[config.mk]
export PLATFORM = sky130hd
export DESIGN_NAME = step_dir_pulse_generator_unit
export DESIGN_NICKNAME = d
export VERILOG_FILES = /design/src/rtl/sdpg_pkg.sv /design/src/rtl/sdpg_div.sv /design/src/rtl/step_dir_pulse_generator_unit.sv
export SDC_FILE = /design/constraint.sdc
export NUM_CORES = 1
export LEC_CHECK = 0
export BUFFER_PORTS_ARGS = -buffer_cell sky130_fd_sc_hd__buf_4
export CAP_MARGIN = 15
export CORE_UTILIZATION = 50
export CTS_BUF_LIST = sky130_fd_sc_hd__clkbuf_16
export DETAILED_ROUTE_END_ITERATION = 10
export PLACE_DENSITY = 0.7
export SYNTH_ARGS = -nofsm -noshare
export SYNTH_HDL_FRONTEND = slang
export SYNTH_SLANG_ARGS = --single-unit
export TNS_END_PERCENT = 1
[constraint.sdc]
create_clock -name i_clk -period 6.6 [get_ports i_clk]
set_input_delay 0.66 -clock i_clk [delete_from_list [all_inputs] [get_ports i_clk]]
set_output_delay 0.66 -clock i_clk [all_outputs]
set_load 0.01 [all_outputs]
[src/rtl/sdpg_pkg.sv]
package sdpg_pkg;

    localparam int TICK_W   = 20;
    localparam int RATE_W   = 17;
    localparam int PERIOD_W = 16;
    localparam int POS_W    = 32;
    localparam int MODE_W   = 3;
    localparam int CFG_W    = 20;
    localparam int CIDX_W   = 3;
    localparam int QUO_W    = TICK_W;
    localparam int DIV_W    = RATE_W + 1;
    localparam int CNT_W    = $clog2(QUO_W);

    typedef enum logic [MODE_W-1:0] {
        MODE_TICK     = 3'd0,
        MODE_SET_RATE = 3'd1,
        MODE_JOG      = 3'd2,
        MODE_STOP     = 3'd3,
        MODE_ENABLE   = 3'd4,
        MODE_LOAD_POS = 3'd5,
        MODE_ACK_DONE = 3'd6
    } t_mode;

    localparam logic [CIDX_W-1:0] CFG_TIMER_RUN = 3'd0;
    localparam logic [CIDX_W-1:0] CFG_TICK_RATE = 3'd1;
    localparam logic [CIDX_W-1:0] CFG_MIN_HALF  = 3'd2;
    localparam logic [CIDX_W-1:0] CFG_MAX_HALF  = 3'd3;
    localparam logic [CIDX_W-1:0] CFG_MAX_RATE  = 3'd4;
    localparam logic [CIDX_W-1:0] CFG_DIR_INV   = 3'd5;

    typedef struct packed {
        logic              start;
        logic [TICK_W-1:0] tick_rate;
        logic [RATE_W-1:0] rate;
    } t_div_req;

endpackage

[src/rtl/sdpg_div.sv]
module sdpg_div (
    input  logic                          i_clk,
    input  logic                          i_rst_n,
    input  sdpg_pkg::t_div_req            i_req,
    input  logic [sdpg_pkg::PERIOD_W-1:0] i_min_half,
    input  logic [sdpg_pkg::PERIOD_W-1:0] i_max_half,
    output logic [sdpg_pkg::PERIOD_W-1:0] o_half,
    output logic                          o_done
);
    import sdpg_pkg::*;

    typedef enum logic [2:0] {
        D_IDLE  = 3'b001,
        D_RUN   = 3'b010,
        D_CLAMP = 3'b100
    } t_dstate;

    localparam logic [CNT_W-1:0] LAST_STEP = CNT_W'(QUO_W - 1);
    localparam int V_W = QUO_W + 1;

    t_dstate               r_state, n_state;
    logic [CNT_W-1:0]      r_cnt, n_cnt;
    logic [QUO_W-1:0]      r_quo, n_quo;
    logic [DIV_W-1:0]      r_rem, n_rem;
    logic [DIV_W-1:0]      r_div, n_div;
    logic [RATE_W-1:0]     r_rate, n_rate;
    logic [PERIOD_W-1:0]   r_half, n_half;
    logic                  r_done, n_done;

    logic [DIV_W:0]        rem_s;
    logic [DIV_W+1:0]      diff;
    logic                  ge;
    logic [V_W-1:0]        min_x, max_x, v;
    logic                  lt_min, gt_max, rnd;

    always_comb begin
        rem_s  = {r_rem, r_quo[QUO_W-1]};
        diff   = {1'b0, rem_s} - {2'b00, r_div};
        ge     = !diff[DIV_W+1];
        min_x  = V_W'(i_min_half);
        max_x  = V_W'(i_max_half);
        lt_min = V_W'(r_quo) < min_x;
        gt_max = (V_W'(r_quo) > max_x) || ((V_W'(r_quo) == max_x) && (r_rem != '0));
        rnd    = r_rem >= DIV_W'(r_rate);
        if (lt_min) begin
            v = min_x;
        end else if (gt_max) begin
            v = max_x;
        end else begin
            v = V_W'(r_quo) + V_W'(rnd);
        end
    end

    always_comb begin
        n_state = r_state;
        n_cnt   = r_cnt;
        n_quo   = r_quo;
        n_rem   = r_rem;
        n_div   = r_div;
        n_rate  = r_rate;
        n_half  = r_half;
        n_done  = 1'b0;
        case (r_state)
            D_IDLE: begin
                if (i_req.start) begin
                    n_quo   = i_req.tick_rate;
                    n_rem   = '0;
                    n_rate  = i_req.rate;
                    n_div   = {i_req.rate, 1'b0};
                    n_cnt   = '0;
                    n_state = D_RUN;
                end
            end
            D_RUN: begin
                // one quotient bit per cycle
                n_rem = ge ? diff[DIV_W-1:0] : rem_s[DIV_W-1:0];
                n_quo = {r_quo[QUO_W-2:0], ge};
                n_cnt = r_cnt + 1'b1;
                if (r_cnt == LAST_STEP) begin
                    n_state = D_CLAMP;
                end
            end
            D_CLAMP: begin
                n_half  = (v > max_x) ? i_max_half : v[PERIOD_W-1:0];
                n_done  = 1'b1;
                n_state = D_IDLE;
            end
            default: begin
                n_state = D_IDLE;
            end
        endcase
    end

    always_ff @(posedge i_clk) begin
        if (!i_rst_n) begin
            r_state <= D_IDLE;
            r_done  <= 1'b0;
        end else begin
            r_state <= n_state;
            r_done  <= n_done;
        end
        r_cnt  <= n_cnt;
        r_quo  <= n_quo;
        r_rem  <= n_rem;
        r_div  <= n_div;
        r_rate <= n_rate;
        r_half <= n_half;
    end

    assign o_half = r_half;
    assign o_done = r_done;

endmodule

[src/rtl/step_dir_pulse_generator_unit.sv]
// tick, stop, enable, position, acknowledge and zero-rate requests give their
//   result in the cycle after acceptance, one request per cycle unless the
//   output is stalled; rate and jog requests with a nonzero clamped rate pass
//   through the bit-serial divider (20 quotient bits, one per cycle), clamp and
//   update, and no new request is accepted until such a request has finished
// synchronous active-low reset returns control state and configuration to defaults
module step_dir_pulse_generator_unit (
    input  logic                          i_clk,
    input  logic                          i_rst_n,
    input  logic                          i_cfg_we,
    input  logic [sdpg_pkg::CIDX_W-1:0]   i_cfg_idx,
    input  logic [sdpg_pkg::CFG_W-1:0]    i_cfg_data,
    input  logic                          i_valid,
    output logic                          o_ready,
    input  logic [sdpg_pkg::MODE_W-1:0]   i_mode,
    input  logic signed [sdpg_pkg::RATE_W-1:0] i_rate_sps,
    input  logic signed [sdpg_pkg::POS_W-1:0]  i_jog_steps,
    input  logic                          i_enable_value,
    input  logic signed [sdpg_pkg::POS_W-1:0]  i_position_value,
    output logic                          o_valid,
    input  logic                          i_ready,
    output logic                          o_step_out,
    output logic                          o_dir_out,
    output logic                          o_drive_enabled,
    output logic signed [sdpg_pkg::POS_W-1:0]  o_position,
    output logic                          o_jog_active,
    output logic                          o_jog_done,
    output logic                          o_pulsing
);
    import sdpg_pkg::*;

    typedef enum logic [2:0] {
        S_IDLE = 3'b001,
        S_DIV  = 3'b010,
        S_FIN  = 3'b100
    } t_state;

    t_state              r_state, n_state;

    logic                r_timer_run;
    logic [TICK_W-1:0]   r_tick_rate;
    logic [PERIOD_W-1:0] r_min_half, r_max_half, r_max_rate;
    logic                r_dir_inv;

    logic                r_step, n_step;
    logic                r_pulse, n_pulse;
    logic                r_dir, n_dir;
    logic [PERIOD_W-1:0] r_half, n_half;
    logic [PERIOD_W-1:0] r_cd, n_cd;
    logic [POS_W-1:0]    r_jog_rem, n_jog_rem;
    logic                r_jog_mode, n_jog_mode;
    logic                r_jog_done, n_jog_done;
    logic [POS_W-1:0]    r_pos, n_pos;
    logic                r_drv, n_drv;

    logic                r_out_valid, n_out_valid;
    logic                r_o_step, r_o_dir, r_o_drv, r_o_jact, r_o_jdone, r_o_pulse;
    logic [POS_W-1:0]    r_o_pos;

    logic                out_free, acc, load;
    logic                rneg, jneg;
    logic [RATE_W-1:0]   rmag, mag, mag_c;
    logic [POS_W-1:0]    jmag;
    logic                neg;
    t_div_req            div_req;
    logic [PERIOD_W-1:0] div_half;
    logic                div_done;
    logic [PERIOD_W-1:0] hp;
    logic                apply_rate;

    sdpg_div u_div (
        .i_clk      (i_clk),
        .i_rst_n    (i_rst_n),
        .i_req      (div_req),
        .i_min_half (r_min_half),
        .i_max_half (r_max_half),
        .o_half     (div_half),
        .o_done     (div_done)
    );

    assign out_free = !r_out_valid || i_ready;
    assign o_ready  = (r_state == S_IDLE) && out_free;
    assign acc      = i_valid && o_ready;

    always_comb begin
        rneg  = i_rate_sps[RATE_W-1];
        rmag  = rneg ? (RATE_W'(0) - i_rate_sps) : i_rate_sps;
        jneg  = i_jog_steps[POS_W-1];
        jmag  = jneg ? (POS_W'(0) - i_jog_steps) : i_jog_steps;
        mag   = ((t_mode'(i_mode) == MODE_JOG) && (rmag == '0)) ? RATE_W'(1) : rmag;
        mag_c = (mag > RATE_W'(r_max_rate)) ? RATE_W'(r_max_rate) : mag;
        neg   = (t_mode'(i_mode) == MODE_JOG) ? jneg : rneg;
    end

    always_comb begin
        n_state    = r_state;
        n_step     = r_step;
        n_pulse    = r_pulse;
        n_dir      = r_dir;
        n_half     = r_half;
        n_cd       = r_cd;
        n_jog_rem  = r_jog_rem;
        n_jog_mode = r_jog_mode;
        n_jog_done = r_jog_done;
        n_pos      = r_pos;
        n_drv      = r_drv;
        load       = 1'b0;
        apply_rate = 1'b0;
        hp         = '0;
        div_req.start     = 1'b0;
        div_req.tick_rate = r_tick_rate;
        div_req.rate      = mag_c;

        case (r_state)
            S_IDLE: begin
                if (acc) begin
                    load = 1'b1;
                    case (t_mode'(i_mode))
                        MODE_TICK: begin
                            if (r_timer_run && r_drv && r_pulse && (r_half != '0)) begin
                                if (r_cd > PERIOD_W'(1)) begin
                                    n_cd = r_cd - 1'b1;
                                end else begin
                                    n_cd   = r_half;
                                    n_step = !r_step;
                                    if (!r_step) begin
                                        n_pos = r_dir ? (r_pos + 1'b1) : (r_pos - 1'b1);
                                        if (r_jog_mode && (r_jog_rem != '0)) begin
                                            n_jog_rem = r_jog_rem - 1'b1;
                                            if (r_jog_rem == POS_W'(1)) begin
                                                n_pulse    = 1'b0;
                                                n_step     = 1'b0;
                                                n_jog_done = 1'b1;
                                            end
                                        end
                                    end
                                end
                            end
                        end
                        MODE_SET_RATE, MODE_JOG: begin
                            if ((t_mode'(i_mode) == MODE_JOG) && (i_jog_steps == '0)) begin
                                n_pulse    = 1'b0;
                                n_jog_mode = 1'b0;
                                n_jog_rem  = '0;
                                n_jog_done = 1'b0;
                                n_half     = '0;
                                n_cd       = '0;
                                n_step     = 1'b0;
                            end else begin
                                if (t_mode'(i_mode) == MODE_JOG) begin
                                    n_jog_rem  = jmag;
                                    n_jog_mode = 1'b1;
                                    n_jog_done = 1'b0;
                                end
                                if (mag_c == '0) begin
                                    n_dir      = 1'b1;
                                    apply_rate = 1'b1;
                                end else begin
                                    n_dir         = (neg == r_dir_inv);
                                    load          = 1'b0;
                                    div_req.start = 1'b1;
                                    n_state       = S_DIV;
                                end
                            end
                        end
                        MODE_STOP: begin
                            n_pulse    = 1'b0;
                            n_jog_mode = 1'b0;
                            n_jog_rem  = '0;
                            n_jog_done = 1'b0;
                            n_half     = '0;
                            n_cd       = '0;
                            n_step     = 1'b0;
                        end
                        MODE_ENABLE: begin
                            n_drv = i_enable_value;
                            if (!i_enable_value) begin
                                n_step = 1'b0;
                                n_cd   = r_half;
                            end
                        end
                        MODE_LOAD_POS: begin
                            n_pos = i_position_value;
                        end
                        MODE_ACK_DONE: begin
                            if (r_jog_done) begin
                                n_jog_done = 1'b0;
                                n_jog_mode = 1'b0;
                                n_jog_rem  = '0;
                                n_dir      = 1'b1;
                                apply_rate = 1'b1;
                            end
                        end
                        default: begin
                        end
                    endcase
                end
            end
            S_DIV: begin
                if (div_done) begin
                    n_state = S_FIN;
                end
            end
            S_FIN: begin
                if (out_free) begin
                    hp         = div_half;
                    apply_rate = 1'b1;
                    load       = 1'b1;
                    n_state    = S_IDLE;
                end
            end
            default: begin
                n_state = S_IDLE;
            end
        endcase

        if (apply_rate) begin
            if (hp == '0) begin
                n_half  = '0;
                n_cd    = '0;
                n_pulse = 1'b0;
                n_step  = 1'b0;
            end else if (!r_pulse) begin
                n_half  = hp;
                n_cd    = hp;
                n_pulse = 1'b1;
            end else begin
                n_half = hp;
                n_cd   = (r_cd > hp) ? hp : r_cd;
            end
        end

        if (load) begin
            n_out_valid = 1'b1;
        end else if (i_ready) begin
            n_out_valid = 1'b0;
        end else begin
            n_out_valid = r_out_valid;
        end
    end

    always_ff @(posedge i_clk) begin
        if (!i_rst_n) begin
            r_state     <= S_IDLE;
            r_timer_run <= 1'b0;
            r_tick_rate <= TICK_W'(40000);
            r_min_half  <= PERIOD_W'(2);
            r_max_half  <= PERIOD_W'(65535);
            r_max_rate  <= PERIOD_W'(10000);
            r_dir_inv   <= 1'b0;
            r_step      <= 1'b0;
            r_pulse     <= 1'b0;
            r_dir       <= 1'b1;
            r_half      <= '0;
            r_cd        <= '0;
            r_jog_rem   <= '0;
            r_jog_mode  <= 1'b0;
            r_jog_done  <= 1'b0;
            r_pos       <= '0;
            r_drv       <= 1'b0;
            r_out_valid <= 1'b0;
        end else begin
            r_state     <= n_state;
            r_step      <= n_step;
            r_pulse     <= n_pulse;
            r_dir       <= n_dir;
            r_half      <= n_half;
            r_cd        <= n_cd;
            r_jog_rem   <= n_jog_rem;
            r_jog_mode  <= n_jog_mode;
            r_jog_done  <= n_jog_done;
            r_pos       <= n_pos;
            r_drv       <= n_drv;
            r_out_valid <= n_out_valid;
            if (i_cfg_we) begin
                case (i_cfg_idx)
                    CFG_TIMER_RUN: r_timer_run <= i_cfg_data[0];
                    CFG_TICK_RATE: r_tick_rate <= i_cfg_data[TICK_W-1:0];
                    CFG_MIN_HALF:  r_min_half  <= i_cfg_data[PERIOD_W-1:0];
                    CFG_MAX_HALF:  r_max_half  <= i_cfg_data[PERIOD_W-1:0];
                    CFG_MAX_RATE:  r_max_rate  <= i_cfg_data[PERIOD_W-1:0];
                    CFG_DIR_INV:   r_dir_inv   <= i_cfg_data[0];
                    default: begin
                    end
                endcase
            end
        end
    end

    always_ff @(posedge i_clk) begin
        if (load) begin
            r_o_step  <= n_step;
            r_o_dir   <= n_dir;
            r_o_drv   <= n_drv;
            r_o_pos   <= n_pos;
            r_o_jact  <= n_jog_mode && (n_jog_rem != '0);
            r_o_jdone <= n_jog_done;
            r_o_pulse <= n_pulse;
        end
    end

    assign o_valid         = r_out_valid;
    assign o_step_out      = r_o_step;
    assign o_dir_out       = r_o_dir;
    assign o_drive_enabled = r_o_drv;
    assign o_position      = r_o_pos;
    assign o_jog_active    = r_o_jact;
    assign o_jog_done      = r_o_jdone;
    assign o_pulsing       = r_o_pulse;

endmodule
Yosys cells after proc, flatten, opt, wreduce, memory -nomap -nowiden

Cells that the tools add are included.

Multiplexer cells: 128
Equality and inequality tests: 33
Add/sub/neg operators: 9
Reduce and logical (&&, ||, !) cells: 45
$lt $le $gt $ge: 7

Operator list:

| kind                                                  | count |
|---|---|
| two-way mux 32 bit                                    | 16 |
| two-way mux 16 bit                                    | 17 |
| case mux 32 bit (4 select lines)                      | 1 |
| case mux 16 bit (4 select lines)                      | 1 |
| case mux 32 bit (2 select lines)                      | 1 |
| nonzero test 32 bit                                   | 2 |
| subtractor 32 x 1 -> 32 bit (second input constant)   | 2 |
| two-way mux 1 bit                                     | 61 |
| two-way mux 17 bit                                    | 3 |
| two-way mux 21 bit                                    | 2 |
| case mux 20 bit (2 select lines)                      | 1 |
| two-way mux 18 bit                                    | 2 |
| case mux 18 bit (2 select lines)                      | 1 |
| logical NOT 17 bit                                    | 2 |
| adder 32 x 1 -> 32 bit (second input constant)        | 1 |
| equality test 32 x 1 -> 1 bit (second input constant) | 1 |
| logical NOT 32 bit                                    | 1 |
| case mux 16 bit (2 select lines)                      | 1 |
| subtractor 1 x 32 -> 32 bit (first input constant)    | 1 |
| two-way mux 3 bit                                     | 8 |
| adder 20 x 1 -> 21 bit                                | 1 |
| equality test 3 bit (second input constant)           | 7 |
| > comparator 21 x 16 -> 1 bit                         | 1 |
| equality test 20 x 16 -> 1 bit                        | 1 |
| 41 further kinds                                      | 87 |

Register bits: 294
Word-level logic and storage cells: 254
Output and inout bits: 40

Logic depth before layout (Yosys ltp)

Depth after elaboration: 15
Depth in mapped cells: 32
Mapped depth without buffers: 29

By module

A second synthesis with hierarchy kept.

Cell total of the unflattened synthesis: 2345
Area, all modules: 19779.0 µm²

Modules (own cells, without submodules):

| module                        | sequential area each (µm²) | area each (µm²) | times used | cells an instance |
|---|---|---|---|---|
| step_dir_pulse_generator_unit | 4664.5                     | 13878.3         | 1          | 1762 |
| sdpg_div                      | 2362.3                     | 5900.7          | 1          | 583 |

Worst setup path after synthesis

Ideal clock, no wire load.

Path type: input to register
From: input port i_rate_sps[10] in the netlist's numbering
To: register u_div.r_cnt[0], enable pin
Stages: 18
Setup slack: -0.246 ns
Arrival time: 6.389 ns
Data required time: 6.142 ns
Cells stage by stage: clkbuf_1 or4_1 o41ai_1 xor2_1 and3_1 nand4_1 nor3_1 nor2_1 ha_1 nand4_1 nor2_1 o31a_1 a2111o_1 nand3_1 o21ai_0 nor3_1 nand3b_1 a21oi_1

Longest elaborated chain between the ends: 15

RTL lines:

| item                                       | line                                 | text |
|---|---|---|
| start: declaration                         | step_dir_pulse_generator_unit.sv:16  | `input logic signed [sdpg_pkg::RATE_W-1:0] i_rate_sps,` |
| subtractor 1 x 17 -> 17 bit                | step_dir_pulse_generator_unit.sv:87  | `rmag = rneg ? (RATE_W'(0) - i_rate_sps) : i_rate_sps;` |
| two-way mux 17 bit (*)                     | step_dir_pulse_generator_unit.sv:87  |  |
| logical NOT 17 bit                         | step_dir_pulse_generator_unit.sv:90  | `mag = ((t_mode'(i_mode) == MODE_JOG) && (rmag == '0)) ? RATE_W'(1) : rmag;` |
| logical AND 1 bit                          | step_dir_pulse_generator_unit.sv:90  |  |
| two-way mux 17 bit (*)                     | step_dir_pulse_generator_unit.sv:90  |  |
| > comparator 17 x 16 -> 1 bit              | step_dir_pulse_generator_unit.sv:91  | `mag_c = (mag > RATE_W'(r_max_rate)) ? RATE_W'(r_max_rate) : mag;` |
| two-way mux 17 bit (*)                     | step_dir_pulse_generator_unit.sv:91  |  |
| logical NOT 17 bit (*)                     | step_dir_pulse_generator_unit.sv:155 | `if (mag_c == '0) begin` |
| two-way mux 1 bit (*)                      | step_dir_pulse_generator_unit.sv:155 |  |
| two-way mux 1 bit (*)                      | step_dir_pulse_generator_unit.sv:141 | `if ((t_mode'(i_mode) == MODE_JOG) && (i_jog_steps == '0)) begin` |
| two-way mux 1 bit (*)                      | step_dir_pulse_generator_unit.sv:118 | `case (t_mode'(i_mode))` |
| two-way mux 1 bit (*)                      | step_dir_pulse_generator_unit.sv:116 | `if (acc) begin` |
| two-way mux 1 bit (*)                      | step_dir_pulse_generator_unit.sv:114 | `case (r_state)` |
| inequality test 2 bit (no source line) (*) | n/a                                  |  |
| AND reduction 2 bit (no source line) (*)   | n/a                                  |  |
| end signal: assignment                     | sdpg_div.sv:102                      | `r_cnt <= n_cnt;` |
| end: declaration                           | sdpg_div.sv:22                       | `logic [CNT_W-1:0] r_cnt, n_cnt;` |

Mark *: on every way between the ends. The rest lies on a longest branch, timed or not.
A chain may end at the register's enable or synchronous reset.

Final worst setup path

From: register u_div.r_rem[0]
To: register u_div.r_half[12], in the netlist u_div.o_half[12] (data pin)

Longest elaborated chain between the ends: 7

RTL lines:

| item                                                                           | line            | text |
|---|---|---|
| start: declaration                                                             | sdpg_div.sv:24  | `logic [DIV_W-1:0] r_rem, n_rem;` |
| start signal: assignment                                                       | sdpg_div.sv:104 | `r_rem <= n_rem;` |
| parallel branches: the longest is 3 deep, another holds adder 20 x 1 -> 21 bit | n/a             |  |
| two-way mux 21 bit (*)                                                         | sdpg_div.sv:47  | `end else if (gt_max) begin` |
| two-way mux 21 bit (*)                                                         | sdpg_div.sv:45  | `if (lt_min) begin` |
| > comparator 21 x 16 -> 1 bit                                                  | sdpg_div.sv:84  | `n_half = (v > max_x) ? i_max_half : v[PERIOD_W-1:0];` |
| two-way mux 16 bit (*)                                                         | sdpg_div.sv:84  |  |
| end signal: assignment                                                         | sdpg_div.sv:107 | `r_half <= n_half;` |
| end: declaration                                                               | sdpg_div.sv:27  | `logic [PERIOD_W-1:0] r_half, n_half;` |

Every way passes the cells marked *.

==> out/results.ini <==
[sta]
max-slew-margin-rel_pct=24.9
worst_slew_pin_slew_ns=1.13
skew_ns=0.0161
setup_tns_ns=0
fmaxAchievable_mhz=164
period_share_pct=92.5
finalHoldViolCount=0
slew_viol_final=0
fin_crit_ns=6.10
setup_viol=0
grt_setup_unrepaired=no

[cts]
cts_buffer_depth=3
cts_sinks=294
postCtsHoldBufs=0
cts.htree.levels=2
numCtsBuffers=34
clkTransAtPathRegs_ns=0.06
postCtsSetupRepairBufs=0
cts-root-buf=clkbuf_16
insertion_delay_ns=0.56
cts_resized=0
cts_tree=yes

[power]
comb_power_share_pct=16.1
p_int_w=0.00327
powerDensity_nw_per_um2=205
power_frac_seq_pct=43.6
switchingPower_w=0.00129
p_leak_nw=9.08
clock_power_share_pct=40.4
p_sw_share_pct=28.2
ir_worst_vdd_mv=0.173

[global_routing]
grt_pass1_wl_mm=92.9
antenna_found_initial=2
first_global_vias=17600
grt-ovfl-total=0
grt_max_degree=71
grtUsageTotal_pct=29.7

[worst_hold_path]
holdCritPathClass=in2reg

[setup_path]
cp_slowest_stage_delay_ns=0.50
critical_path.top_delay_family=simple AND/OR/NAND/NOR gates
reg2reg_slack_ns=0.50
critPathRequiredTime_ns=6.90
startpoint=u_div.r_rem[0]
cp_slowest_cell=or4_1
crit_end=u_div.o_half[12]
critical_path_arrival_ns=6.40
cp.buffers_inverters=2
start_kind=flop
end_kind=flop
crit_type=reg2reg
r2r_start=u_div.r_rem[0]
critPathMaxFanout=16
r2r_end=u_div.o_half[12]
worstRegToRegCells=28
cp.depth=28

[logic_synthesis]
synth_cells=2337
synth-main-ff-cell=dfxtp_1
synth_nets=2589
syn-cell-area_sq_um=19500
synth_area_leaders=dfxtp_1, edfxtp_1, ha_1
synth_top_cell_by_area=dfxtp_1
async_flop_share_pct=0
synth_edf_count=114
ys_seq_area_share_pct=36.1
avgSynthCellArea_sq_um=8.33
yosys.area.top_type_share_pct=18.5
yosysWarnings=0
synth_cell_type_count=79
ys_seq_elements=294

[routing]
viasPerCell=6.12
vias=18300
drc=0
drtIter0Drc=1489
drt-pass1-iter-count=7
totalWireLength_mm=58.9
wire_per_inst_um=19.7
antenna_left=0

[layout]
area_growth_pct=14.0
nets=2697
fin_area_sq_um=22200
fin_cells=2984
drive_above_1_share_pct=11.3
n_fill_cell=3493

[floorplan]
core_sq_um=38000
die_w_um=199
rows=71
die_h_um=199
start_util_pct=51.2
num_io_pins=153
dieArea_sq_um=39700

[place]
placed_cell_area_sq_um=21100
hpwl_mm=43.7
place_congestion=0.984
io_buffers=152
dpl.cell_count=2918

[run]
cap_violations=0

[outcome]
status=finished, final reports clean

state kept, by name, indices dropped and copies added, names as in the netlist, 3 cells and up:
register / flops
o_position: 32
r_cd: 16
r_half: 16
r_jog_rem: 32
r_max_half: 16
r_max_rate: 16
r_min_half: 16
r_pos: 32
r_state: 3
r_tick_rate: 20
u_div.o_half: 16
u_div.r_cnt: 5
u_div.r_quo: 20
u_div.r_rate: 17
u_div.r_rem: 18
u_div.r_state: 3
per-layer routing:
layer	vias to the layer above	global-route usage [%]	wire length, um
li1	8748	-	-
met1	8694	38.0	25300
met2	690	49.9	27600
met3	135	3.80	3840
met4	0	13.1	2220
met5	-	0	0
how the worst min path moves through the flow:
| stage | from | endpoint | slack, ns | cells after the start |
|---|---|---|---|---|
| finish | i_cfg_data[18] | r_tick_rate[18] | 0.35 | 3 |
| CTS | i_cfg_data[18] | r_tick_rate[18] | 0.33 | 3 |
| global placement | r_tick_rate[9] | r_tick_rate[9] | 0.44 | 2 |
| detailed placement | r_tick_rate[8] | r_tick_rate[8] | 0.45 | 2 |
| floorplan | r_timer_run | r_timer_run | 0.43 | 2 |
| global route | i_cfg_data[18] | r_tick_rate[18] | 0.35 | 3 |
stage by stage:
stage                     utilization (%)  total power [W]  worst slack (ns)  hold slack [ns]
after global routing                 58.4          0.00472            0.0621            0.354
after detailed placement             55.4          0.00274             0.412            0.447
after floorplan                         -          0.00247            0.0536            0.432
after CTS                            58.2          0.00457             0.387            0.330
final                                58.4          0.00455             0.496            0.351
after global placement               55.4          0.00272             0.533            0.443
cell type report:
class | count | area [sq um] | share of cell area [%]
inverters | 103 | 388 | 1.75
clock inverters | 26 | 176 | 0.795
diodes | 2 | 5.00 | 0.0226
repair buffers | 181 | 1380 | 6.21
well taps | 511 | 639 | 2.88
flip-flops and latches | 294 | 7030 | 31.7
clock buffers | 36 | 901 | 4.06
multi-input cells | 1831 | 11700 | 52.6
logic make-up after synthesis:
group	Yosys count	synth area share [%]
AO/OA/AOI/OAI	598	19.6
XOR/XNOR	107	4.81
adder cells (fa/ha/maj)	139	9.01
buffers and inverters	212	4.25
flip-flops	294	36.1
multiplexers	61	3.25
other	1	0.0193
AND/OR/NAND/NOR	925	22.9
cells in the mapped netlist (all sizes together) (18+ instances only):
cell type / n
xor2: 41
xnor2: 66
nand4: 29
a21oi: 179
or4: 22
o41ai: 20
o21ai: 139
ha: 137
nand2: 352
nand3: 51
clkbuf: 101
a22oi: 27
and3: 22
a211oi: 18
mux2i: 44
nor3: 62
and2: 60
o31ai: 24
nor2: 171
o211ai: 36
a31oi: 20
inv: 103
edfxtp: 114
a21o: 30
dfxtp: 180
or3: 25
nor4: 41
worst min-delay path: stages:
cell	delay, ns
buf_4	0.11
nand2_1	0.04
a21oi_1	0.05
power groups by stage:
stage	logic, W	registers [W]	clock network [W]
floorplan	0.000453	0.00202	0
global placement	0.000702	0.00202	0
detailed placement	0.000713	0.00202	0
CTS	0.000718	0.00198	0.00187
global route	0.000803	0.00199	0.00193
finish	0.000732	0.00198	0.00184
layout by cell type, fill, tap and decap left out, types with 13 or more instances in the layout:
master     Yosys  routed
a211oi_1      16      16
a21o_1        30      30
a21oi_1      179     178
a22oi_1       27      27
a31oi_1       20      19
and2_1        60      60
and3_1        22      22
and4_1        13      13
buf_4          0     180
clkbuf_16      0      36
dfxtp_1      180     180
edfxtp_1     114     114
ha_1         137     137
inv_1        102     104
mux2_2        17      17
mux2i_1       44      44
nand2_1      352     351
nand2b_1      17      17
nand3_1       51      51
nand4_1       29      29
nor2_1       171     171
nor2b_1       15      14
nor3_1        62      60
nor4_1        41      40
o211ai_1      36      36
o21a_1        14      14
o21ai_0      136     136
o31ai_1       23      23
o41ai_1       20      20
or2_2         13      13
or3_1         25      25
or4_1         21      21
xnor2_1       66      66
xor2_1        41      41
(Power assumes the default switching activity.)
